--- config.mk ---
export PLATFORM = sky130hd
export DESIGN_NAME = mbcs_sqrt
export DESIGN_NICKNAME = d
export VERILOG_FILES = /design/src/mbcs_pkg.sv /design/src/mbcs_sqrt.sv
export SDC_FILE = /design/constraint.sdc
export NUM_CORES = 1
export LEC_CHECK = 0
export BUFFER_PORTS_ARGS = -buffer_cell sky130_fd_sc_hd__buf_2
export CORE_UTILIZATION = 40
export CTS_CLUSTER_SIZE = 16
export DETAILED_ROUTE_END_ITERATION = 16
export PLACE_DENSITY_LB_ADDON = 0.3
export SYNTH_ARGS = -nofsm -noshare
export SYNTH_HDL_FRONTEND = slang
export SYNTH_SLANG_ARGS = --single-unit
--- constraint.sdc ---
create_clock -name clk -period 3.2 [get_ports clk]
set_input_delay 0.64 -clock clk [delete_from_list [all_inputs] [get_ports clk]]
set_output_delay 0.64 -clock clk [all_outputs]
set_load 0.01 [all_outputs]
--- src/mbcs_pkg.sv ---
// shared types, constants and state codes for the mesh bounds and sphere unit
package mbcs_pkg;

  localparam int COORD_W          = 24;
  localparam int HALF_W           = 23;
  localparam int RAD_W            = 25;
  localparam int DIST_W           = 50;
  localparam int ROOT_W           = 25;
  localparam int MAX_VERTICES_DEF = 1024;
  localparam int VTX_W            = 3 * COORD_W;

  typedef logic signed [COORD_W-1:0] coord_t;

  typedef struct packed {
    coord_t pos_x;
    coord_t pos_y;
    coord_t pos_z;
    logic   last;
  } in_t;

  typedef struct packed {
    coord_t            center_x;
    coord_t            center_y;
    coord_t            center_z;
    logic [HALF_W-1:0] half_x;
    logic [HALF_W-1:0] half_y;
    logic [HALF_W-1:0] half_z;
    logic [RAD_W-1:0]  radius;
    logic              overflow;
  } out_t;

  typedef enum logic [2:0] {
    ST_LOAD,
    ST_DIV_GO,
    ST_DIV_WAIT,
    ST_SCAN,
    ST_SQRT_GO,
    ST_SQRT_WAIT
  } state_t;

endpackage

--- src/mbcs_sqrt.sv ---
// serial integer square root, one result bit per cycle
module mbcs_sqrt (
  input  logic                            clk,
  input  logic                            rst_n,
  input  logic                            start,
  input  logic [mbcs_pkg::DIST_W-1:0]     value,
  output logic                            done,
  output logic [mbcs_pkg::ROOT_W-1:0]     root
);
  import mbcs_pkg::*;

  localparam int REM_W = ROOT_W + 3;
  localparam int IT_W  = $clog2(ROOT_W + 1);

  logic [DIST_W-1:0] n_r, n_nxt;
  logic [REM_W-1:0]  rem_r, rem_nxt;
  logic [ROOT_W-1:0] root_r, root_nxt;
  logic [IT_W-1:0]   it_r, it_nxt;
  logic              run_r, run_nxt;
  logic              done_r, done_nxt;
  logic [REM_W-1:0]  sh;
  logic [REM_W-1:0]  trial;

  // two radicand bits per step
  always_comb begin
    n_nxt    = n_r;
    rem_nxt  = rem_r;
    root_nxt = root_r;
    it_nxt   = it_r;
    run_nxt  = run_r;
    done_nxt = 1'b0;
    sh       = {rem_r[REM_W-3:0], n_r[DIST_W-1 -: 2]};
    trial    = {1'b0, root_r, 2'b01};
    if (start) begin
      n_nxt    = value;
      rem_nxt  = '0;
      root_nxt = '0;
      it_nxt   = IT_W'(ROOT_W);
      run_nxt  = 1'b1;
    end else if (run_r) begin
      n_nxt = {n_r[DIST_W-3:0], 2'b00};
      if (sh >= trial) begin
        rem_nxt  = sh - trial;
        root_nxt = {root_r[ROOT_W-2:0], 1'b1};
      end else begin
        rem_nxt  = sh;
        root_nxt = {root_r[ROOT_W-2:0], 1'b0};
      end
      it_nxt = it_r - 1'b1;
      if (it_r == IT_W'(1)) begin
        run_nxt  = 1'b0;
        done_nxt = 1'b1;
      end
    end
  end

  always_ff @(posedge clk) begin
    if (!rst_n) begin
      run_r  <= 1'b0;
      done_r <= 1'b0;
      it_r   <= '0;
    end else begin
      run_r  <= run_nxt;
      done_r <= done_nxt;
      it_r   <= it_nxt;
    end
  end

  always_ff @(posedge clk) begin
    n_r    <= n_nxt;
    rem_r  <= rem_nxt;
    root_r <= root_nxt;
  end

  assign root = root_r;
  assign done = done_r;

endmodule

==> qor.txt <==
Synth warn -> 0
Synth Cell Area -> 5910 um2
Max-Cap Viols -> 0
FF+latch count, synth -> 108
DIE WIDTH -> 124 um
Pre-CTS setup slack -> 0.308 ns
First DRT Iteration DRCs -> 233
Sequential share of the synthesized area -> 45.0%
WP data arrival -> 3.11 ns
CTS clk-pin slew, worst paths -> 0.08 ns
Status -> finished, final reports clean
Largest net degree at the start of global routing -> 51
Tcrit/Tclk final -> 90.4%
Overall Power -> 5340 uW
Layout Nets -> 720
Final Hold Fails -> 0
Fmax -> 346 MHz
Worst slew pin tran -> 0.783 ns
H-tree Lvls -> 3
Number of flops mapped to enable cells by yosys -> 50
Total Die Area -> 15300 um2
Routed len/inst -> 15.2 um
Setup TNS -> 0 ns
Vias per cell -> 5.28
Core area -> 14500 um2
Cells resized by post-CTS repair -> 0
Worst setup EP type -> register
Layout cell share with drive strength beyond 1 -> 25.2%
Unrepaired setup endpoints after global routing -> no
Io pins -> 79
First-pass GRT wire length -> 20.9 mm
Placed Cells -> 811
Most used flip-flop cell after synthesis -> dfxtp_1
Reg2reg setup slack -> 0.31 ns
GRT Overall Usage -> 17.6%
WL final -> 12.6 mm
Final Max Slew Viols -> 0
Layout area overhead -> 15.0%
Drc violations -> 0
Leading area contributor after synthesis -> edfxtp_1
Async set-reset flop share out of synthesis -> 0%
Die Ht -> 124 um
Post-synthesis cell type count -> 58
Input/output buffers -> 78
Setup Buffers After CTS -> 0
Worst-path fanout max -> 13
Vias in the first global route -> 4385
Detail Route Antenna Nets -> 0
CTS tree -> done
Startpoint Class -> register
Vias -> 4363
Core Util, Final -> 47.0%
GR Overflow Total -> 0
HPWL after DPL -> 9.01 mm
Largest cells by area after synthesis -> edfxtp_1 25%, dfxtp_1 20%, mux2_2 9.3%
Syn Inst Count -> 570
Syn nets -> 652
Slew HR -> 47.7%
CTS buffer count -> 9
GPL Wtd Cong -> 0.870
Setup CP Type -> reg2reg
Avg Cell Area, Syn -> 10.4 um2
Clk root buf -> clkbuf_16
Max clock buf depth -> 2
Diode count -> 0
Crit path time final -> 2.89 ns
CTS Sinks -> 108
Leakage power -> 0.00279 uW
Setup violators final -> 0
Cts hold-fix bufs -> 0
Final worst slack -> 0.307 ns
Row count -> 44
Initial antenna violation count -> 0
Pre-Repair DR Iteration Count -> 4
Pwr Density -> 785 nW/um2
CP required -> 3.42 ns
Final cell count without fillers -> 827
Worst vdd ir -> 0.412 mV
Final Skew -> 0.00864 ns
Synth top area share -> 25.4%
Initial Util -> 40.8%
Clk_lat worst skew -> 0.36 ns
HP Class -> reg2reg
Yosys cell counts (10+ instances only):
library cell,count
inv_1,36
dfxtp_1,58
nand3_1,13
xor2_1,10
clkbuf_1,18
edfxtp_1,50
a21oi_1,21
ha_1,29
nor2_1,54
o21ai_0,24
mux2_2,49
mux2i_1,41
a211oi_1,14
nand2_1,39
xnor2_1,15
through the flow:
step,hold slack [ns],instance area (um2)
after floorplan,0.429,5910
after global placement,0.453,6490
after detailed placement,0.458,6490
after CTS,0.476,6800
after global routing,0.520,6800
final,0.470,6800
placed cells by master (no fill, tap or decap), types with 3 or more instances in the layout:
cell / Yosys / routed
buf_2: 4 / 77
dfxtp_1: 58 / 57
nor2_1: 54 / 54
edfxtp_1: 50 / 50
mux2_2: 49 / 49
mux2i_1: 41 / 41
nand2_1: 39 / 39
inv_1: 36 / 35
ha_1: 29 / 29
o21ai_0: 24 / 24
a21oi_1: 21 / 21
xnor2_1: 15 / 15
a211oi_1: 14 / 14
nand3_1: 13 / 13
xor2_1: 10 / 10
clkbuf_16: 0 / 9
and3_1: 7 / 7
buf_4: 1 / 7
o21a_1: 6 / 6
a21o_1: 6 / 6
and2_1: 5 / 5
nor3_1: 5 / 5
a31oi_1: 4 / 4
a211o_1: 4 / 4
nand2b_1: 4 / 4
nor2b_1: 3 / 3
nor4_1: 3 / 3
o311ai_0: 3 / 3
nand4b_1: 3 / 3
inv_8: 0 / 3
path summary, 6_finish.rpt:
check | end | depth (start not counted) | from
hold / removal | rem_r[24] | 2 | rem_r[24]
hold reg to reg | rem_r[24] | 2 | rem_r[24]
setup / recovery | rem_r[19] | 11 | root[11]
setup reg to reg | rem_r[19] | 11 | root[11]
cell families after synthesis:
family	after synthesis	synth area share, %
adder cells (fa/ha/maj)	29	6.14
AO/OA/AOI/OAI	110	13.1
AND/OR/NAND/NOR	143	11.2
XOR/XNOR	25	3.70
flip-flops	108	45.0
buffers and inverters	65	4.53
multiplexers	90	16.3
worst max-delay path, stage by stage (launching register included):
cell	delay [ns]
dfxtp_1	0.37
inv_1	0.07
ha_1	0.37
a21oi_1	0.30
o2111ai_1	0.16
a221oi_2	0.33
and2_1	0.23
a21oi_2	0.08
a211oi_4	0.23
buf_4	0.25
mux2i_1	0.26
o21ai_0	0.10
power by group:
group	switching, uW	internal [uW]	leakage (uW)
Combinational	1320	1120	0.00166
Clock	555	629	0.000156
Sequential	95.9	1610	0.000976
Total	1970	3360	0.00279
state kept, by name (all words and copies together), names as in the netlist:
signal  count
run_r       1
n_r        50
done        1
it_r        5
root       25
rem_r      26
layer usage:
layer	GRT usage [%]	routed length [um]	vias to the layer above
met3	6.27	790	15
li1	-	-	2192
met1	21.7	5650	2049
met2	29.3	6000	107
met5	0	0	-
met4	4.22	155	0
area by class of cell:
class                      count  area [um2]
clock inverter                 7        86.3
multi-input combinational    397        2980
sequential                   108        2660
fill                        1366        7680
timing repair buffer          86         478
tap                          184         230
inverter                      36         135
clock buffer                   9         225
No activity file was read; power rests on OpenSTA's default activity.
