[config.mk]
export PLATFORM = sky130hd
export DESIGN_NAME = mbcs_div
export DESIGN_NICKNAME = d
export VERILOG_FILES = /design/src/mbcs_pkg.sv /design/src/mbcs_div.sv
export SDC_FILE = /design/constraint.sdc
export NUM_CORES = 1
export LEC_CHECK = 0
export BUFFER_PORTS_ARGS = -buffer_cell sky130_fd_sc_hd__buf_2
export CAP_MARGIN = 20
export CORE_AREA = 2 2 85 87
export DETAILED_ROUTE_END_ITERATION = 8
export DIE_AREA = 0 0 87 89
export HOLD_SLACK_MARGIN = 0.06
export PLACE_DENSITY = 0.95
export SYNTH_ARGS = -nofsm -noshare
export SYNTH_HDL_FRONTEND = slang
export SYNTH_SLANG_ARGS = --single-unit
[constraint.sdc]
create_clock -name clk -period 9.4 [get_ports clk]
set_input_delay 1.88 -clock clk [delete_from_list [all_inputs] [get_ports clk]]
set_output_delay 1.88 -clock clk [all_outputs]
set_load 0.05 [all_outputs]
[src/mbcs_pkg.sv]
// shared types, constants and state codes for the mesh bounds and sphere unit
package mbcs_pkg;

  localparam int COORD_W          = 24;
  localparam int HALF_W           = 23;
  localparam int RAD_W            = 25;
  localparam int DIST_W           = 50;
  localparam int ROOT_W           = 25;
  localparam int MAX_VERTICES_DEF = 1024;
  localparam int VTX_W            = 3 * COORD_W;

  typedef logic signed [COORD_W-1:0] coord_t;

  typedef struct packed {
    coord_t pos_x;
    coord_t pos_y;
    coord_t pos_z;
    logic   last;
  } in_t;

  typedef struct packed {
    coord_t            center_x;
    coord_t            center_y;
    coord_t            center_z;
    logic [HALF_W-1:0] half_x;
    logic [HALF_W-1:0] half_y;
    logic [HALF_W-1:0] half_z;
    logic [RAD_W-1:0]  radius;
    logic              overflow;
  } out_t;

  typedef enum logic [2:0] {
    ST_LOAD,
    ST_DIV_GO,
    ST_DIV_WAIT,
    ST_SCAN,
    ST_SQRT_GO,
    ST_SQRT_WAIT
  } state_t;

endpackage

[src/mbcs_div.sv]
// serial signed divider, one quotient bit per cycle, truncates toward zero
module mbcs_div #(
  parameter int SUM_W = 35,
  parameter int CNT_W = 11
) (
  input  logic                   clk,
  input  logic                   rst_n,
  input  logic                   start,
  input  logic signed [SUM_W-1:0] dividend,
  input  logic [CNT_W-1:0]       divisor,
  output logic                   done,
  output mbcs_pkg::coord_t       quotient
);
  import mbcs_pkg::*;

  localparam int IT_W = $clog2(SUM_W + 1);

  logic [SUM_W-1:0] quo_r, quo_nxt;
  logic [CNT_W-1:0] rem_r, rem_nxt;
  logic [IT_W-1:0]  it_r, it_nxt;
  logic             run_r, run_nxt;
  logic             neg_r, neg_nxt;
  logic             done_r, done_nxt;
  logic [CNT_W:0]   sh;
  logic [CNT_W:0]   dv;
  logic [SUM_W-1:0] signed_q;

  // one restoring step per cycle
  always_comb begin
    quo_nxt  = quo_r;
    rem_nxt  = rem_r;
    it_nxt   = it_r;
    run_nxt  = run_r;
    neg_nxt  = neg_r;
    done_nxt = 1'b0;
    sh       = {rem_r, quo_r[SUM_W-1]};
    dv       = {1'b0, divisor};
    if (start) begin
      neg_nxt = dividend[SUM_W-1];
      quo_nxt = dividend[SUM_W-1] ? (~dividend + 1'b1) : dividend;
      rem_nxt = '0;
      it_nxt  = IT_W'(SUM_W);
      run_nxt = 1'b1;
    end else if (run_r) begin
      if (sh >= dv) begin
        rem_nxt = CNT_W'(sh - dv);
        quo_nxt = {quo_r[SUM_W-2:0], 1'b1};
      end else begin
        rem_nxt = sh[CNT_W-1:0];
        quo_nxt = {quo_r[SUM_W-2:0], 1'b0};
      end
      it_nxt = it_r - 1'b1;
      if (it_r == IT_W'(1)) begin
        run_nxt  = 1'b0;
        done_nxt = 1'b1;
      end
    end
  end

  always_ff @(posedge clk) begin
    if (!rst_n) begin
      run_r  <= 1'b0;
      done_r <= 1'b0;
      it_r   <= '0;
    end else begin
      run_r  <= run_nxt;
      done_r <= done_nxt;
      it_r   <= it_nxt;
    end
  end

  always_ff @(posedge clk) begin
    quo_r <= quo_nxt;
    rem_r <= rem_nxt;
    neg_r <= neg_nxt;
  end

  // apply the sign of the dividend
  assign signed_q = neg_r ? (~quo_r + 1'b1) : quo_r;
  assign quotient = signed_q[COORD_W-1:0];
  assign done     = done_r;

endmodule

==> results of run 1 <==
## metal layers
metal	vias up	share of wire [%]	global-route usage, %
met4	0	3.4	11.1
li1	1791	-	-
met1	1753	43	30.8
met3	27	5.9	4.06
met2	126	48	41.3
met5	-	0	0
## layout by cell type, fill, tap and decap left out, drive strengths merged, types with 7 or more instances in the layout
cell type / synthesis / routed
edfxtp: 36 / 36
nor3: 8 / 8
a21oi: 41 / 41
buf: 4 / 76
nor2: 58 / 58
or4: 9 / 9
o31ai: 18 / 18
nand2b: 8 / 8
nand3: 8 / 8
mux2i: 7 / 7
xor2: 33 / 33
ha: 15 / 15
xnor2: 31 / 31
o21ai: 29 / 29
o41ai: 9 / 9
nand2: 29 / 29
or3: 8 / 8
a211oi: 7 / 7
dfxtp: 19 / 19
inv: 21 / 22
## logic make-up (layout without fill, tap and decap cells)
group | Yosys count | count (layout) | share of synthesized area, %
buffers and inverters | 42 | 105 | 4.03
flip-flops | 55 | 55 | 36.5
XOR/XNOR | 64 | 64 | 14.0
AND/OR/NAND/NOR | 152 | 152 | 19.2
adder cells (fa/ha/maj) | 16 | 16 | 5.18
AO/OA/AOI/OAI | 123 | 123 | 19.4
multiplexers | 7 | 7 | 1.75
## area by class of cell
cell class / count / area (µm²) / share of cell area, %
multi-input cells: 362 / 2390 / 52.8
flip-flops and latches: 55 / 1460 / 32.4
repair buffers: 76 / 392 / 8.67
well taps: 80 / 100 / 2.22
inverters: 21 / 78.8 / 1.75
clock buffers: 5 / 68.8 / 1.52
clock inverters: 3 / 28.8 / 0.637
## worst register-to-register path: stages (launching register included)
cell and delay (ps):
dfxtp_1 350, ha_1 410, nand3_1 220, nor4_1 100, a2111oi_0 710, o21ai_1 330, buf_6 250, and2_1 170
a211oi_1 210
## how the worst min path moves through the flow
stage | start | cells after the start | to
after floorplan | rem_r[10] | 2 | rem_r[10]
final | rem_r[3] | 2 | rem_r[3]
after global placement | rem_r[10] | 2 | rem_r[10]
after detailed placement | rem_r[10] | 2 | rem_r[10]
after CTS | rem_r[10] | 2 | rem_r[10]
after global routing | rem_r[9] | 2 | rem_r[9]
## report_power, final
part	switching (mW)	leakage [nW]	total, mW	internal (mW)
Combinational	0.169	1.22	0.258	0.0886
Sequential	0.0280	0.510	0.316	0.288
Clock	0.0844	0.0502	0.140	0.0554
## stage by stage
stage | worst slack (ps) | std cells | power, mW
after floorplan | 4460 | 459 | 0.511
after global placement | 4480 | 593 | 0.565
after detailed placement | 4440 | 593 | 0.574
after CTS | 4050 | 601 | 0.712
after global routing | 3930 | 602 | 0.749
final | 4020 | 602 | 0.714
## sequential cells by signal (all words and copies together), names as in the netlist
name / flops
done: 1
it_r: 6
neg_r: 1
quo_r: 35
rem_r: 11
run_r: 1
==> metrics.md, run 1 <==
| Metric | Value |
|---|---|
| Status | completed |
| Post-DR wirelength/cell | 15.4 µm |
| Top post-synthesis cells by count | 58 x nor2_1, 41 x a21oi_1, 36 x edfxtp_1 |
| Worst Path Buf+Inv | 1 |
| ANT cells | 0 |
| Hold slack | 522 ps |
| WP data arrival | 3500 ps |
| Chip width | 87 µm |
| Slew margin rel. | 41.4% |
| Hold_buf cts | 0 |
| FF+latch count, synth | 55 |
| Seq/Total Area, Yosys | 36.5% |
| Gpl congestion | 0.902 |
| GRT overflow | 0 |
| Die footprint | 7740 µm² |
| IO buf count | 73 |
| Max stage delay cell, worst path | or4_4 |
| Critical path depth | 7 |
| Design area | 4520 µm² |
| Pin count of the biggest net entering global routing | 83 |
| Top cell by count, worst path | or4_4 |
| Worst slew pin tran | 879 ps |
| Fin nets | 586 |
| Setup TNS | 0 ps |
| H-tree Lvls | 2 |
| Hold Path Class | reg -> reg |
| Final setup violation count | 0 |
| Final WL | 9290 µm |
| Dpl cell area | 4410 µm² |
| Syn Inst Count | 459 |
| Synth warn | 0 |
| Setup slack, reg-to-reg | 6560 ps |
| Clock Latency Late Sink | 320 ps |
| Clock Tree Buf Depth | 2 |
| Placeable Area | 6720 µm² |
| Total I/O pin count | 74 |
| Critical Path Max Stage Delay | 580 ps |
| Setup crit start | quo_r[6] |
| Final Hold Viols | 0 |
| PwrDens | 158 nW/µm² |
| Final ANT Viol Nets | 0 |
| Pleak | 1.78 nW |
| Critical path type | reg -> out |
| First-pass GRT wire length | 15300 µm |
| Worst path required time | 7520 ps |
| Rows | 30 |
| Vias in the first global route | 3481 |
| Syn nets | 524 |
| End point of the critical path | quotient[20] |
| Post-synth top area share | 27.0% |
| Final period util | 57.2% |
| EDFF count, synth | 36 |
| HPWL Detailed | 6710 µm |
| Area of the mapped netlist | 4010 µm² |
| Reg2reg end | rem_r[6] |
| Initial antenna violation count | 0 |
| Max-slew violations | 0 |
| Worst VDD drop | 0.117 mV |
| Fraction of layout instances using a drive strength above 1 | 18.6% |
| Resized Gates After CTS | 0 |
| Layout fillers | 497 |
| Synth Area per Inst | 8.73 µm² |
| Vias per cell | 6.14 |
| Sequence of cells on the critical path | or4_4 -> or4_4 -> or4_1 -> or4_4 -> o31ai_1 -> xnor2_1 -> buf_2 |
| Worst R2R Path Depth | 8 |
| Clock transition at the registers of the reported paths | 110 ps |
| Number of post-CTS setup repair buffers | 0 |
| Top FF cell, synth | edfxtp_1 |
| Total GRT Usage | 24.4% |
| Post-synth cell types | 50 |
| Worst Skew | 11.5 ps |
| Cell family with the largest share of critical-path delay | simple AND/OR/NAND/NOR gates |
| DR iter-0 viols | 318 |
| DRT Pass-1 Iters | 7 |
| Clk sinks | 55 |
| Max Fclk | 186 MHz |
| CP max FO | 4 |
| Critical path endpoint category | output pin |
| Area Growth Syn to Fin | 12.6% |
| Cts bufs inserted | 5 |
| CTS root buf | clkbuf_8 |
| Starting Density | 59.7% |
| Critical R2R Launch | rem_r[8] |
| Residual DRC | 0 |
| Yosys top cell by area | edfxtp_1 |
| Top post-synthesis cells by area | edfxtp_1 27%, dfxtp_1 9.5%, xor2_1 7.2% |
| Worst setup SP type | flip-flop |
| Period minus WS final | 5380 ps |
| Synth async-reset ratio | 0% |
| Final core occ | 67.2% |
| Unrepaired setup endpoints after global routing | false |
| Die span in y | 89 µm |
| CTS tree | done |
| Vias | 3697 |
| Maxcap violations | 0 |
| Cell with the most instances after synthesis | nor2_1 |
(Power assumes the default switching activity.)
==> run 2: changes to the inputs <==
CORE_AREA = 2 2 87 89   (was 2 2 85 87)
DIE_AREA = 0 0 89 91   (was 0 0 87 89)
PLACE_DENSITY = 0.91   (was 0.95)
clock period = 5.3 ns   (was 9.4 ns; I/O delays follow)
==> metrics.md, run 2 (same netlist as run 1, synthesis figures left out) <==
| Metric | Value |
|---|---|
| Post-DR wirelength/cell | 14.0 µm |
| Vias | 3554 |
| Non-Filler Instances | 622 |
| Clk sinks | 55 |
| Final WL | 8730 µm |
| CTS tree | done |
| Fraction of layout instances using a drive strength above 1 | 18.4% |
| Sequence of cells on the critical path | or4_4 -> or4_4 -> or4_4 -> or4_4 -> o31ai_2 -> xnor2_1 -> buf_2 |
| Cell family with the largest share of critical-path delay | simple AND/OR/NAND/NOR gates |
| Hold Path Class | reg -> reg |
| Setup slack, reg-to-reg | 2420 ps |
| Unrepaired setup endpoints after global routing | false |
| Chip width | 89 µm |
| Final core occ | 63.4% |
| Starting Density | 56.2% |
| Status | completed |
| Final Hold Viols | 0 |
| Final setup violation count | 0 |
| Worst slew pin tran | 790 ps |
| CP max FO | 4 |
| Dpl cells | 612 |
| Final period util | 85.8% |
| HPWL Detailed | 6540 µm |
| Cts bufs inserted | 5 |
| Worst Skew | 6.98 ps |
| Max-slew violations | 0 |
| IO buf count | 73 |
| Top cell by count, worst path | or4_4 |
| DR iter-0 viols | 347 |
| Total I/O pin count | 74 |
| Setup TNS | 0 ps |
| PwrDens | 274 nW/µm² |
| Max stage delay cell, worst path | or4_4 |
| Period minus WS final | 4550 ps |
| Fin nets | 586 |
| Vias in the first global route | 3281 |
| CTS root buf | clkbuf_8 |
| Pleak | 1.78 nW |
| Hold_buf cts | 0 |
| GRT overflow | 0 |
| Worst VDD drop | 0.142 mV |
| Die span in y | 91 µm |
| Top reg by flops | quo_r |
| Commonest non-fill, non-tap cell in the layout | buf_2 |
| Critical path type | reg -> out |
| Clock Latency Late Sink | 310 ps |
| Pin count of the biggest net entering global routing | 83 |
| Commonest non-fill, non-tap cells in the layout | 73 x buf_2, 58 x nor2_1, 41 x a21oi_1 |
| Max FFs per register | 35 |
| Setup crit start | quo_r[5] |
| Hold Startpoint | rem_r[10] |
| Gpl congestion | 0.871 |
| Worst setup SP type | flip-flop |
| Vias per cell | 5.71 |
| Total GRT Usage | 22.1% |
| Worst Path Buf+Inv | 1 |
| Design area | 4520 µm² |
| Die footprint | 8100 µm² |
| Slew margin rel. | 46.0% |
| Placeable Area | 7140 µm² |
| Area Growth Syn to Fin | 12.9% |
| Critical R2R Launch | rem_r[8] |
| DRT Pass-1 Iters | 5 |
| Critical Path Max Stage Delay | 560 ps |
| Largest registers | quo_r x35, rem_r x11, it_r x6 |
| Maxcap violations | 0 |
| Clock Tree Buf Depth | 2 |
| Final ANT Viol Nets | 0 |
| Rows | 31 |
| Dpl cell area | 4430 µm² |
| Residual DRC | 0 |
| Max Fclk | 220 MHz |
| H-tree Lvls | 2 |
| Initial antenna violation count | 1 |
| Clock transition at the registers of the reported paths | 100 ps |
| Critical path endpoint category | output pin |
| Resized Gates After CTS | 0 |
| WP data arrival | 3490 ps |
| First-pass GRT wire length | 14600 µm |
| Number of post-CTS setup repair buffers | 0 |
| Worst path required time | 4240 ps |
==> run 2: metrics by stage <==
step	setup WS (ps)	power, mW	hold slack [ps]
after detailed placement	1130	1.02	505
final	754	1.24	517
after global placement	1200	1.00	485
after global routing	688	1.30	550
after floorplan	1180	0.907	473
after CTS	772	1.24	515
==> run 2: layer usage <==
layer / global-route usage (%) / share of wire [%] / up-vias / wire length (µm)
met4: 7.84 / 3.1 / 0 / 272
met3: 4.00 / 5.2 / 27 / 455
met5: 0 / 0 / - / 0
met1: 30.6 / 45 / 1624 / 3890
li1: - / - / 1794 / -
met2: 34.5 / 47 / 109 / 4110
==> run 2: cell type report <==
cell class / count / area, µm²
clock buffer: 6 / 72.6
timing repair buffer: 76 / 388
inverter: 21 / 78.8
sequential: 55 / 1460
clock inverter: 2 / 11.3
fill: 616 / 2610
multi-input combinational: 362 / 2390
antenna: 1 / 2.50
tap: 99 / 124
==> run 2: path summary, 6_finish.rpt <==
path / end / depth (start not counted)
min reg2reg: rem_r[10] / 2
max: quotient[23] / 7
min: rem_r[10] / 2
max reg2reg: rem_r[6] / 8
==> run 2: worst min-delay path, cell delays in order, from the launching register on <==
cell and delay (ps):
dfxtp_1 320, nor2_1 100, a311oi_1 60
==> run 2: power by group <==
group	switching, mW	internal, mW	total, mW
registers	0.0482	0.511	0.559
clock network	0.135	0.0931	0.228
logic	0.296	0.156	0.452
total	0.479	0.761	1.24
==> run 3: changes to the inputs <==
--- a/config.mk
+++ b/config.mk
@@ -8,9 +8,10 @@
 export BUFFER_PORTS_ARGS = -buffer_cell sky130_fd_sc_hd__buf_2
 export CAP_MARGIN = 20
-export CORE_AREA = 2 2 87 89
+export CORE_AREA = 2 2 96 80
+export CTS_BUF_LIST = sky130_fd_sc_hd__clkbuf_2 sky130_fd_sc_hd__clkbuf_4 sky130_fd_sc_hd__clkbuf_8
 export DETAILED_ROUTE_END_ITERATION = 8
-export DIE_AREA = 0 0 89 91
+export DIE_AREA = 0 0 98 82
 export HOLD_SLACK_MARGIN = 0.06
-export PLACE_DENSITY = 0.91
+export PLACE_DENSITY = 0.92
 export SYNTH_ARGS = -nofsm -noshare
 export SYNTH_HDL_FRONTEND = slang
==> constraint.sdc (replaced) <==
create_clock -name clk -period 5.3 [get_ports clk]
set_input_delay 0.53 -clock clk [delete_from_list [all_inputs] [get_ports clk]]
set_output_delay 0.53 -clock clk [all_outputs]
set_load 0.05 [all_outputs]
==> metrics.md, run 3 (same netlist as run 1, synthesis figures left out) <==
| Metric | Value |
|---|---|
| Worst R2R Path Depth | 8 |
| Largest registers | quo_r x35, rem_r x11, it_r x6 |
| End point of the critical path | quotient[20] |
| Worst VDD drop | 0.161 mV |
| Critical path type | reg -> out |
| Hold Path Class | in -> reg |
| Die footprint | 8040 µm² |
| Resized Gates After CTS | 0 |
| H-tree Lvls | 2 |
| Worst Skew | 19.3 ps |
| Gpl congestion | 0.880 |
| Clk sinks | 55 |
| GRT overflow | 0 |
| Top Layer Used | met4 |
| Chip width | 98 µm |
| Residual DRC | 0 |
| Post-DR wirelength/cell | 15.2 µm |
| Placeable Area | 7110 µm² |
| Final Hold Viols | 0 |
| Reg2reg end | rem_r[6] |
| Commonest non-fill, non-tap cell in the layout | buf_2 |
| DR iter-0 viols | 272 |
| Max-slew violations | 0 |
| Fraction of layout instances using a drive strength above 1 | 18.6% |
| CP max FO | 4 |
| Starting Density | 56.4% |
| Met1 wire length | 4010 µm |
| Commonest non-fill, non-tap cells in the layout | 73 x buf_2, 58 x nor2_1, 41 x a21oi_1 |
| Final setup violation count | 0 |
| Dpl cell area | 4430 µm² |
| Worst slew pin tran | 917 ps |
| CTS root buf | clkbuf_8 |
| Max stage delay cell, worst path | or4_4 |
| Final ANT Viol Nets | 0 |
| Worst setup SP type | flip-flop |
| Critical R2R Launch | rem_r[8] |
| Critical path endpoint category | output pin |
| Final WL | 9280 µm |
| Pleak | 1.78 nW |
| Total GRT Usage | 22.1% |
| CTS tree | done |
| Period minus WS final | 4130 ps |
| Clock transition at the registers of the reported paths | 120 ps |
| Total I/O pin count | 74 |
| HPWL Detailed | 6760 µm |
| ANT cells | 0 |
| Clock Tree Buf Depth | 2 |
| Vias per cell | 5.97 |
| Cts bufs inserted | 5 |
| Hold_buf cts | 0 |
| First-pass GRT wire length | 14500 µm |
| Vias in the first global route | 3188 |
| PwrDens | 279 nW/µm² |
| Sequence of cells on the critical path | or4_4 -> or4_4 -> or4_1 -> or4_4 -> o31ai_1 -> xnor2_1 -> buf_2 |
| Critical Path Max Stage Delay | 570 ps |
| Met3 WL | 701 µm |
| Fin nets | 586 |
| WP data arrival | 3600 ps |
| Die span in y | 82 µm |
| Status | completed |
| Worst path required time | 4770 ps |
| Top cell by count, worst path | or4_4 |
| Rows | 28 |
| Initial antenna violation count | 0 |
| Clock Latency Late Sink | 330 ps |
| Slew margin rel. | 38.8% |
| IO buf count | 73 |
| Maxcap violations | 0 |
| Final period util | 77.9% |
| Routed wl met2 | 4450 µm |
| Area Growth Syn to Fin | 12.9% |
| Pin count of the biggest net entering global routing | 83 |
| Max FFs per register | 35 |
| Setup crit start | quo_r[5] |
| Number of post-CTS setup repair buffers | 0 |
| Max Fclk | 242 MHz |
| DRT Pass-1 Iters | 5 |
| Setup TNS | 0 ps |
| Unrepaired setup endpoints after global routing | false |
| Setup slack, reg-to-reg | 2450 ps |
| Hold slack | 492 ps |
| Top reg by flops | quo_r |
| Vias | 3656 |
| Design area | 4520 µm² |
[run 3: worst min-delay path by stage]
stage	from	to	slack [ps]	cells after the start
after global routing	rst_n	it_r[0]	510	2
after CTS	rst_n	run_r	490	2
after global placement	rem_r[10]	rem_r[10]	490	2
after detailed placement	rem_r[10]	rem_r[10]	500	2
after floorplan	rem_r[10]	rem_r[10]	470	2
final	rst_n	run_r	490	2
[run 3: per-layer routing]
layer / GRT usage, % / vias to the layer above
met5: 0 / -
met4: 7.08 / 0
met3: 3.66 / 18
met2: 36.6 / 183
met1: 29.9 / 1669
li1: - / 1786
[run 3: cell type report]
type / count / area (µm²)
fillers: 575 / 2590
multi-input cells: 362 / 2390
flip-flops and latches: 55 / 1460
repair buffers: 76 / 388
well taps: 90 / 113
inverters: 21 / 78.8
clock buffers: 5 / 68.8
clock inverters: 3 / 28.8
[run 3: report_power, final]
| part | switching (mW) | leakage (nW) | internal, mW |
|---|---|---|---|
| registers | 0.0500 | 0.510 | 0.511 |
| clock network | 0.150 | 0.0502 | 0.0983 |
| logic | 0.299 | 1.22 | 0.156 |
| total | 0.499 | 1.78 | 0.765 |
[run 3: critical path: cells and delay by family (launching register included)]
family                    cells  cell delay (ps)
and+or+nand+nor               4             2040
DFF                           1              480
AOI/OAI and AO/OA             1              290
buffers and inverters         1              290
xor gates and xnor gates      1              170
[run 3: per-stage QoR]
step | cells | setup slack, ps | power, mW | utilization (%)
detailed placement | 604 | 1570 | 1.02 | 62.2
global route | 612 | 1060 | 1.33 | 63.6
global placement | 604 | 1690 | 1.00 | 62.2
finish | 612 | 1170 | 1.26 | 63.6
CTS | 612 | 1180 | 1.27 | 63.6
floorplan | 459 | 1710 | 0.907 | -
